**config.mk**
```make
export PLATFORM = sky130hd
export DESIGN_NAME = fifo_queue_with_delete_by_value_unit_flat
export DESIGN_NICKNAME = d
export VERILOG_FILES = /design/src/hdl/fqd_pkg.sv /design/src/hdl/fqd_if.sv /design/src/hdl/fqd_cell.sv /design/src/hdl/fifo_queue_with_delete_by_value_unit.sv /design/src/flat_wrapper.sv
export VERILOG_INCLUDE_DIRS = /design/src /design/src/hdl
export SDC_FILE = /design/constraint.sdc
export NUM_CORES = 1
export LEC_CHECK = 0
export BUFFER_PORTS_ARGS = -buffer_cell sky130_fd_sc_hd__buf_2
export CAP_MARGIN = 5
export CORE_ASPECT_RATIO = 0.6
export CORE_MARGIN = 5
export CORE_UTILIZATION = 49
export DETAILED_ROUTE_END_ITERATION = 10
export GPL_ROUTABILITY_DRIVEN = 0
export GPL_TIMING_DRIVEN = 0
export PLACE_DENSITY = 0.65
export REMOVE_ABC_BUFFERS = 1
export SLEW_MARGIN = 5
export SYNTH_ARGS = -nofsm -noshare
export SYNTH_HDL_FRONTEND = slang
export SYNTH_SLANG_ARGS = --single-unit
```
**constraint.sdc**
```tcl
create_clock -name clk -period 7.2 [get_ports clk]
set_clock_uncertainty 0.05 [all_clocks]
set_input_delay 1.08 -clock clk [delete_from_list [all_inputs] [get_ports clk]]
set_output_delay 1.08 -clock clk [all_outputs]
set_load 0.01 [all_outputs]
```
**src/hdl/fifo_queue_with_delete_by_value_unit_defines.svh**
```systemverilog
// Assertion macros for the queue with delete by value.
// Used by the top level only; expects signals named clk and rst in scope.
`ifndef FIFO_QUEUE_WITH_DELETE_BY_VALUE_UNIT_DEFINES_SVH
`define FIFO_QUEUE_WITH_DELETE_BY_VALUE_UNIT_DEFINES_SVH

// Same-cycle implication.
`define FQD_ASSERT_NOW(lbl, ante, cons) \
  lbl: assert property (@(posedge clk) disable iff (rst) (ante) |-> (cons)) \
    else $error("assertion failed");

// Next-cycle implication.
`define FQD_ASSERT_NEXT(lbl, ante, cons) \
  lbl: assert property (@(posedge clk) disable iff (rst) (ante) |=> (cons)) \
    else $error("assertion failed");

`endif

```
**src/hdl/fqd_pkg.sv**
```systemverilog
// Package for the queue with delete by value: types, codes and sizes.
// No dependencies.
package fqd_pkg;

  localparam int WORD_W      = 32;
  localparam int MODE_W      = 2;
  localparam int STATUS_W    = 2;
  localparam int COUNT_OUT_W = 5;
  localparam int DEPTH_DEFAULT = 16;

  typedef enum logic [MODE_W-1:0] {
    MODE_PUSH   = 2'd0,
    MODE_POP    = 2'd1,
    MODE_REMOVE = 2'd2
  } mode_t;

  typedef enum logic [STATUS_W-1:0] {
    ST_OK        = 2'd0,
    ST_EMPTY     = 2'd1,
    ST_NOT_FOUND = 2'd2,
    ST_FULL      = 2'd3
  } status_t;

  typedef logic signed [WORD_W-1:0] word_t;

  // Operation broadcast to every cell.
  typedef struct packed {
    logic  push;
    logic  pop;
    logic  remove;
    word_t value;
  } cmd_t;

endpackage

```
**src/hdl/fqd_if.sv**
```systemverilog
// Request and response channel interfaces with valid/ready handshake.
// Depends on fqd_pkg.
interface fqd_req_if;
  logic                                 valid;
  logic                                 ready;
  logic [fqd_pkg::MODE_W-1:0]           mode;
  logic signed [fqd_pkg::WORD_W-1:0]    item_value;

  modport source (output valid, output mode, output item_value, input ready);
  modport sink (input valid, input mode, input item_value, output ready);
endinterface

interface fqd_rsp_if;
  logic                                 valid;
  logic                                 ready;
  logic signed [fqd_pkg::WORD_W-1:0]    popped_value;
  logic [fqd_pkg::STATUS_W-1:0]         status;
  logic [fqd_pkg::COUNT_OUT_W-1:0]      entry_count;

  modport source (output valid, output popped_value, output status, output entry_count,
                  input ready);
  modport sink (input valid, input popped_value, input status, input entry_count,
                output ready);
endinterface

```
**src/hdl/fqd_cell.sv**
```systemverilog
// One storage cell of the queue chain: holds a word, compares it, shifts.
// Depends on fqd_pkg.
module fqd_cell (
  input  logic          clk,
  input  fqd_pkg::cmd_t cmd,
  input  logic          live,
  input  logic          tail,
  input  fqd_pkg::word_t right_data,
  input  logic          found_in,
  output fqd_pkg::word_t data,
  output logic          found_out
);

  logic match;
  logic shift;
  logic load;

  assign match     = cmd.remove && live && (data == cmd.value);
  assign found_out = found_in || match;
  assign shift     = cmd.pop || (cmd.remove && found_out);
  assign load      = cmd.push && tail;

  always_ff @(posedge clk) begin
    if (shift) begin
      data <= right_data;
    end else if (load) begin
      data <= cmd.value;
    end
  end

endmodule

```
**src/hdl/fifo_queue_with_delete_by_value_unit.sv**
```systemverilog
// Top level of the queue with delete by value: chain of cells plus count.
// Depends on fqd_pkg, fqd_if, fqd_cell and the assertion macro header.
//
// Usage:
//   req channel carries mode and item_value; rsp channel returns
//   popped_value, status and entry_count, one rsp item per req item.
//   Push appends at the tail, pop takes the head, remove deletes the
//   oldest equal entry and closes the gap. Mode 3 does nothing, status ok.
//   The rsp item is valid in the cycle after the req item is taken.
//   Throughput: one item per cycle while rsp is ready. All cells compare and shift in the
//   cycle of acceptance; the first-match flag ripples along the cell chain.
//   Reset clears the entry count and the response valid flag; the cells keep
//   stale words, which are never shown because only live cells are read.
//   When rsp stalls the result is held and req.ready stays low until it
//   is taken; with rsp ready, req.ready stays high.
`include "fifo_queue_with_delete_by_value_unit_defines.svh"

module fifo_queue_with_delete_by_value_unit #(
  parameter int DEPTH = fqd_pkg::DEPTH_DEFAULT
) (
  input  logic clk,
  input  logic rst,
  fqd_req_if.sink   req,
  fqd_rsp_if.source rsp
);

  localparam int CW = $clog2(DEPTH + 1);

  logic [CW-1:0]         count;
  logic [CW-1:0]         count_next;
  fqd_pkg::cmd_t         cmd;
  fqd_pkg::word_t        cell_data [DEPTH];
  logic [DEPTH:0]        found;
  logic                  accept;
  logic                  full;
  logic                  empty;
  fqd_pkg::status_t      status_next;
  fqd_pkg::word_t        popped_next;
  logic [CW+fqd_pkg::COUNT_OUT_W-1:0] count_wide;

  logic                  res_valid;
  fqd_pkg::word_t        res_popped;
  fqd_pkg::status_t      res_status;
  logic [fqd_pkg::COUNT_OUT_W-1:0] res_count;

  assign req.ready = !res_valid || rsp.ready;
  assign accept    = req.valid && req.ready;
  assign full      = (count == CW'(DEPTH));
  assign empty     = (count == '0);

  always_comb begin
    cmd.push   = 1'b0;
    cmd.pop    = 1'b0;
    cmd.remove = 1'b0;
    cmd.value  = req.item_value;
    if (accept) begin
      case (fqd_pkg::mode_t'(req.mode))
        fqd_pkg::MODE_PUSH:   cmd.push   = !full;
        fqd_pkg::MODE_POP:    cmd.pop    = !empty;
        fqd_pkg::MODE_REMOVE: cmd.remove = 1'b1;
        default: ;
      endcase
    end
  end

  assign found[0] = 1'b0;

  for (genvar i = 0; i < DEPTH; i++) begin : g_cell
    fqd_pkg::word_t right;
    if (i == DEPTH - 1) begin : g_last
      assign right = '0;
    end else begin : g_mid
      assign right = cell_data[i+1];
    end
    fqd_cell u_cell (
      .clk        (clk),
      .cmd        (cmd),
      .live       (CW'(i) < count),
      .tail       (CW'(i) == count),
      .right_data (right),
      .found_in   (found[i]),
      .data       (cell_data[i]),
      .found_out  (found[i+1])
    );
  end

  always_comb begin
    count_next  = count;
    status_next = fqd_pkg::ST_OK;
    popped_next = '0;
    case (fqd_pkg::mode_t'(req.mode))
      fqd_pkg::MODE_PUSH: begin
        if (full) begin
          status_next = fqd_pkg::ST_FULL;
        end else begin
          count_next = count + 1'b1;
        end
      end
      fqd_pkg::MODE_POP: begin
        if (empty) begin
          status_next = fqd_pkg::ST_EMPTY;
        end else begin
          count_next  = count - 1'b1;
          popped_next = cell_data[0];
        end
      end
      fqd_pkg::MODE_REMOVE: begin
        if (found[DEPTH]) begin
          count_next = count - 1'b1;
        end else begin
          status_next = fqd_pkg::ST_NOT_FOUND;
        end
      end
      default: ;
    endcase
  end

  assign count_wide = {{fqd_pkg::COUNT_OUT_W{1'b0}}, count_next};

  always_ff @(posedge clk) begin
    if (rst) begin
      count     <= '0;
      res_valid <= 1'b0;
    end else if (accept) begin
      count     <= count_next;
      res_valid <= 1'b1;
    end else if (rsp.ready) begin
      res_valid <= 1'b0;
    end
  end

  always_ff @(posedge clk) begin
    if (accept) begin
      res_popped <= popped_next;
      res_status <= status_next;
      res_count  <= count_wide[fqd_pkg::COUNT_OUT_W-1:0];
    end
  end

  assign rsp.valid        = res_valid;
  assign rsp.popped_value = res_popped;
  assign rsp.status       = res_status;
  assign rsp.entry_count  = res_count;

  `FQD_ASSERT_NOW(a_count_bound, 1'b1, count <= CW'(DEPTH))
  `FQD_ASSERT_NEXT(a_accept_gives_result, accept, res_valid)
  `FQD_ASSERT_NEXT(a_full_push_holds, accept && (req.mode == fqd_pkg::MODE_PUSH) && full,
                   (count == CW'(DEPTH)) && (res_status == fqd_pkg::ST_FULL))
  `FQD_ASSERT_NOW(a_error_no_value, res_valid && (res_status != fqd_pkg::ST_OK),
                  res_popped == '0)

endmodule

```
**src/flat_wrapper.sv**
```systemverilog
// flat-port wrapper written by rule: the top's interface ports become plain ports
module fifo_queue_with_delete_by_value_unit_flat 
#(
  parameter int DEPTH = fqd_pkg::DEPTH_DEFAULT
)
  (clk, rst, req_valid, req_mode, req_item_value, req_ready, rsp_valid, rsp_popped_value, rsp_status, rsp_entry_count, rsp_ready);
  fqd_req_if req_i ();
  fqd_rsp_if rsp_i ();
  input  logic clk;
  input  logic rst;
  input wire logic [$bits(req_i.valid)-1:0] req_valid;
  input wire logic [$bits(req_i.mode)-1:0] req_mode;
  input wire logic [$bits(req_i.item_value)-1:0] req_item_value;
  output wire logic [$bits(req_i.ready)-1:0] req_ready;
  output wire logic [$bits(rsp_i.valid)-1:0] rsp_valid;
  output wire logic [$bits(rsp_i.popped_value)-1:0] rsp_popped_value;
  output wire logic [$bits(rsp_i.status)-1:0] rsp_status;
  output wire logic [$bits(rsp_i.entry_count)-1:0] rsp_entry_count;
  input wire logic [$bits(rsp_i.ready)-1:0] rsp_ready;
  assign req_i.valid = req_valid;
  assign req_i.mode = req_mode;
  assign req_i.item_value = req_item_value;
  assign req_ready = req_i.ready;
  assign rsp_valid = rsp_i.valid;
  assign rsp_popped_value = rsp_i.popped_value;
  assign rsp_status = rsp_i.status;
  assign rsp_entry_count = rsp_i.entry_count;
  assign rsp_i.ready = rsp_ready;
  fifo_queue_with_delete_by_value_unit #(.DEPTH(DEPTH)) u_core (.clk(clk), .rst(rst), .req(req_i), .rsp(rsp_i));
endmodule
```
==> flow_summary.toml, run 1 <==
[timing]
setup_violations = 0
finalHoldViolCount = 0
min_period_over_period_pct = 94.4
post-route-min-period_ps = 6800
rsz0062_at_grt = "false"
finalMaxSlewViolations = 0
relSlewSlack_pct = 10.8
fmax_mhz = 147
tightest_slew_ps = 1340

[floorplanning]
start_util_pct = 49.5
num_io_pins = 79
dieArea_mm2 = 0.0669
rows = 70
die_w_um = 330
coreArea_mm2 = 0.0610
die_h_um = 202

[clock_tree]
cts_root_buf = "clkbuf_16"
cts_inserted_buffers = 52
hold_buffers = 0
cts_sinks = 557
post_cts.resized_instances = 0
clk_pin_slew_ps = 60
cts_buffer_depth = 3
cts-htree-levels = 2
cts_tree = "done"
cts_setup_buffers = 0
clock_latency_ps = 610

[power]
powerDensity_mw_per_mm2 = 221
p_leak_nw = 10.6
total_power_mw = 7.26
peakVddDrop_mv = 0.163

[critical_path]
required_ps = 7300
crit_path_end_kind = "flop"
crit_arrival_ps = 6890
critPathSlowestCell = "nor3_4"
crit_fanout = 36
worstPathCellList = "inv_1 > ha_1 > or3b_1 > nor2_1 > nor3b_2 > nand2_1 > nand3_4 > nor3_4 > and2_2 > nor2b_4 > nand2_2"
cpPeakStageDelay_ps = 940
critPathLaunchType = "flop"
crit_type = "reg2reg"

[grt]
track_usage_pct = 26.6
grt_pass1_vias = 18200
grt_max_degree = 37
antenna_found_initial = 3
grt-ovfl-total = 0
grt_first_pass_wirelength_um = 130000

[synthesis]
synth_compound_gate_area_share_pct = 1.89
synth_area_per_cell_um2 = 13.5
synthMuxAreaShare_pct = 18.7
synth_top_family_by_area = "multiplexers"
seq_area_frac_synth_pct = 54.1
synth_simple_gate_area_share_pct = 6.77
synth_edf_count = 519
synth_warnings = 0
syn_area_mm2 = 0.0302
ys_types = 60
syn_inst = 2236
synthAdderAreaFrac_pct = 0.207
ys_async_sr_fraction_pct = 0
ys.flop_type = "edfxtp_1"
synth_xor_area_share_pct = 14.9
ys_seq_elements = 557

[routing]
route.detailed.drc = 0
dr_total_vias = 18900
antenna_left = 0
viasPerCell = 6.16
wl_um = 90600
drtIter0Drc = 2772
wl_per_cell_um = 29.5
drtPass1Iterations = 6

[place]
port_buffers = 78
hpwl_um = 59900
post_dp_cell_area_mm2 = 0.0312

[finish]
layout_common_cells = "519 x edfxtp_1, 440 x xnor2_1, 423 x mux2_2"
syn_to_final_growth_pct = 8.83
stdcell_area_mm2 = 0.0329
layout-drive-gt1-share_pct = 31.4
nets = 2241
final_common_cell = "edfxtp_1"

[hold_path]
hold_path.class = "reg2reg"

[flow_run]
cap_violations = 0

[status]
outcome = "complete, no violations"
==> where the power goes <==
part | total (mW) | switching (mW) | internal, mW | leakage [nW]
clock | 2.73 | 1.24 | 1.49 | 0.789
sequential | 3.72 | 0.0751 | 3.65 | 5.04
combinational | 0.805 | 0.453 | 0.352 | 4.79
total | 7.26 | 1.77 | 5.49 | 10.6
==> synth_stat cells (all sizes together) (2+ instances only) <==
cell	number	area (um2)
a211oi	2	15.0
nand2b	5	31.3
or4	3	26.3
o31ai	2	15.0
dfxtp	38	761
o21ai	9	45.0
buf	136	724
a31oi	3	18.8
or3b	2	17.5
and2	37	231
nand3	18	115
a21o	3	22.5
nor4	40	250
mux2	482	5650
nor2b	2	12.5
nor3	20	105
a21oi	41	205
a22oi	4	30.0
nand4	119	744
xnor2	440	3850
nor2	21	81.3
inv	9	33.8
a2111oi	3	26.3
edfxtp	519	15600
a31o	3	26.3
o211ai	2	15.0
ha	5	62.6
a21boi	2	15.0
xor2	75	657
o2111ai	3	32.5
a2bb2oi	2	17.5
nand2	101	379
clkbuf	68	255
==> final timing paths <==
path | slack (ps) | depth (start not counted) | from | to
hold reg to reg | 430 | 2 | u_core.g_cell[15].u_cell.data[17] | u_core.g_cell[15].u_cell.data[17]
setup reg to reg | 400 | 11 | u_core.count[0] | u_core.g_cell[10].u_cell.data[6]
hold / removal | 430 | 2 | u_core.g_cell[15].u_cell.data[17] | u_core.g_cell[15].u_cell.data[17]
setup / recovery | 400 | 11 | u_core.count[0] | u_core.g_cell[10].u_cell.data[6]
==> kinds of logic after synthesis <==
kind of cell	count (synthesis)
compound gates	89
xor+xnor	515
fa+ha+maj	5
buf+inv	213
flops	557
mux	482
simple gates	375
==> layer usage <==
layer  global-route usage (%)  wire length, um  up-vias  share of wire, %
met5                        0               13        -             0.014
met4                     4.50             1480        2               1.6
met1                     44.7            42800     9577                47
li1                         -                -     8073                 -
met3                     10.4            14000      109                15
met2                     31.6            32300     1114                36
==> per-stage QoR <==
step / hold WS [ps] / setup TNS [ps] / setup WS (ps) / utilization, % / std cells
global placement: 416 / -1916240 / -6030 / 50.3 / 2938
CTS: 432 / 0 / 313 / 53.8 / 3063
global route: 463 / 0 / 118 / 53.9 / 3065
finish: 430 / 0 / 405 / 53.9 / 3066
detailed placement: 423 / -2220 / -72.0 / 51.2 / 2971
floorplan: 408 / -252910 / -2510 / - / 2032
==> registers in the layout (all words and copies together) (netlist names) <==
signal                     count
u_core.rsp.entry_count         5
u_core.rsp.popped_value       32
u_core.g_cell.u_cell.data    512
u_core.rsp.status              2
u_core.count                   5
u_core.rsp.valid               1
==> critical path: cells and delay by family (launching register included) <==
kind / cells / cell delay [ps]
fa+ha+maj: 1 / 440
flops: 1 / 580
simple gates: 9 / 4820
buf+inv: 1 / 380
==> area by class of cell <==
type	count	area, um2
Sequential cell	557	16300
Fill cell	5080	28100
Tap cell	828	1040
Inverter	9	33.8
Timing Repair Buffer	112	855
Antenna cell	2	5.00
Clock inverter	29	230
Clock buffer	63	1370
Multi-Input combinational cell	1466	13000
Note: power is estimated with default switching activity, not from simulation.
==> inputs of run 2 (changes only) <==
--- a/config.mk
+++ b/config.mk
@@ -11,6 +11,7 @@
 export CORE_ASPECT_RATIO = 0.6
 export CORE_MARGIN = 5
 export CORE_UTILIZATION = 49
+export CTS_BUF_LIST = sky130_fd_sc_hd__clkbuf_4
 export DETAILED_ROUTE_END_ITERATION = 10
 export GPL_ROUTABILITY_DRIVEN = 0
 export GPL_TIMING_DRIVEN = 0
==> run 2 against run 1 <==
Effect of this change:
- first-iteration DRC count is 12% lower
- utilization up 0.39 points
- total power up 1.9%
- non-clock buffer count is the same
- critical path type unchanged
==> flow_summary.toml, run 2 (same netlist as run 1, synthesis figures left out) <==
[status]
outcome = "complete, no violations"

[finish]
layout_common_cells = "519 x edfxtp_1, 440 x xnor2_1, 423 x mux2_2"
largest-register = "u_core.g_cell.u_cell.data"
final-seq-area_mm2 = 0.0163
syn_to_final_growth_pct = 9.62
multi_input_area_mm2 = 0.0130
fillers = 5117
fin_util_pct = 54.3
largest_reg_flops = 512
final_common_cell = "edfxtp_1"
layout-drive-gt1-share_pct = 35.7
nets = 2323

[power]
peakVddDrop_mv = 0.146
pwr-share-comb_pct = 10.9
p_leak_nw = 10.9
p_int_mw = 5.51
powerDensity_mw_per_mm2 = 224
pwr-share-seq_pct = 50.3
swShare_pct = 25.5
p_sw_mw = 1.89
p_clk_share_pct = 38.9

[routing]
drtPass1Iterations = 5
drtIter0Drc = 2429
route.detailed.drc = 0
dr_wl_met3_um = 14900
wl_met1_um = 42800
wl_um = 91800
met2_wirelength_um = 32500
antenna_left = 0
dr_total_vias = 19500
top_layer_used = "met5"
wl_per_cell_um = 28.6
viasPerCell = 6.06

[grt]
grt_max_degree = 37
grt_pass1_vias = 19000
antenna_found_initial = 6
grt-ovfl-total = 0
track_usage_pct = 27.1
grt_first_pass_wirelength_um = 131000

[place]
port_buffers = 78
hpwl_um = 59900

[timing]
min_period_over_period_pct = 93.6
rsz0062_at_grt = "false"
setup_violations = 0
holdWs_ps = 430
finalMaxSlewViolations = 0
tightest_slew_ps = 1350
relSlewSlack_pct = 9.83
fmax_mhz = 148
post-route-min-period_ps = 6740
finalHoldViolCount = 0

[floorplanning]
die_w_um = 330
coreArea_mm2 = 0.0610
die_h_um = 202
num_io_pins = 79
dieArea_mm2 = 0.0669
start_util_pct = 49.5
rows = 70

[clock_tree]
cts_root_buf = "clkbuf_4"
hold_buffers = 0
clock_latency_ps = 900
cts_buffer_depth = 3
clk_pin_slew_ps = 80
cts_sinks = 557
cts-htree-levels = 4
cts_tree = "done"
cts_setup_buffers = 0
post_cts.resized_instances = 0
cts_inserted_buffers = 134

[critical_path]
critPathSlowestCell = "nor3_4"
r2r_cells = 8
r2r_start = "u_core.count[2]"
crit_fanout = 36
crit_path_end_kind = "flop"
cpPeakStageDelay_ps = 940
critPathLaunchType = "flop"
startpoint = "u_core.count[2]"
required_ps = 7540
crit_type = "reg2reg"
worstPathCellList = "nor3_2 > a2111oi_0 > nand4_1 > nand3_4 > nor3_4 > and2_2 > nor2b_4 > nand2_2"
crit_arrival_ps = 7080

[flow_run]
cap_violations = 0

[hold_path]
hold_path_startpoint = "u_core.g_cell[15].u_cell.data[17]"
hold_path.class = "reg2reg"
hold-path-cell-count = 2
run 2: cell types whose count changed in the layout (fill, tap and decap cells not counted):
| cell | before | now |
|---|---|---|
| clkinv_2 | 10 | 1 |
| inv_2 | 0 | 2 |
| diode_2 | 2 | 3 |
| clkbuf_4 | 0 | 205 |
| clkinv_1 | 14 | 20 |
| clkbuf_16 | 53 | 0 |
| clkbuf_8 | 1 | 0 |
| clkinv_4 | 0 | 2 |
| bufinv_16 | 4 | 6 |
| clkbuf_1 | 9 | 0 |
| clkinvlp_4 | 1 | 2 |
run 2: critical path: cells and delay by family, from the launching register on:
kind	cells	cell delay, ps
and+or+nand+nor	7	5210
DFF	1	650
AOI/OAI and AO/OA	1	250
run 2: path summary, 6_finish.rpt:
kind,end,slack [ps]
max reg2reg,u_core.g_cell[10].u_cell.data[8],460
max,u_core.g_cell[10].u_cell.data[8],460
min,u_core.g_cell[15].u_cell.data[17],430
min reg2reg,u_core.g_cell[15].u_cell.data[17],430
run 2: per-stage QoR:
step | cell area, um2 | total power, mW | std cells | setup TNS, ps | setup slack [ps]
2_1_floorplan | 29200 | 4.23 | 2032 | -252910 | -2510
3_3_place_gp | 30600 | 4.55 | 2938 | -1916240 | -6030
3_5_place_dp | 31200 | 4.57 | 2971 | -2220 | -72.0
4_1_cts | 33100 | 7.42 | 3209 | 0 | 280
5_1_grt | 33100 | 7.67 | 3212 | 0 | 154
6_report | 33100 | 7.40 | 3213 | 0 | 460
run 2: cell type report:
type                            count  area share, %
Timing Repair Buffer              112           2.58
Multi-Input combinational cell   1466           39.2
Antenna cell                        3         0.0227
Tap cell                          828           3.13
Clock buffer                      205           4.65
Inverter                            9          0.102
Sequential cell                   557           49.4
Clock inverter                     33          0.907
run 2: power by group through the flow:
stage	sequential (mW)	combinational [mW]	clock [mW]
2_1_floorplan	3.76	0.465	0
5_1_grt	3.72	0.851	3.10
3_5_place_dp	3.78	0.786	0
3_3_place_gp	3.79	0.760	0
6_report	3.72	0.806	2.88
4_1_cts	3.71	0.792	2.91
run 2: routing by layer:
metal  track usage, %  vias to the layer above
li1                 -                     8302
met1             44.3                     9777
met5            0.217                        -
met4             5.98                        6
met2             31.6                     1255
met3             11.9                      128
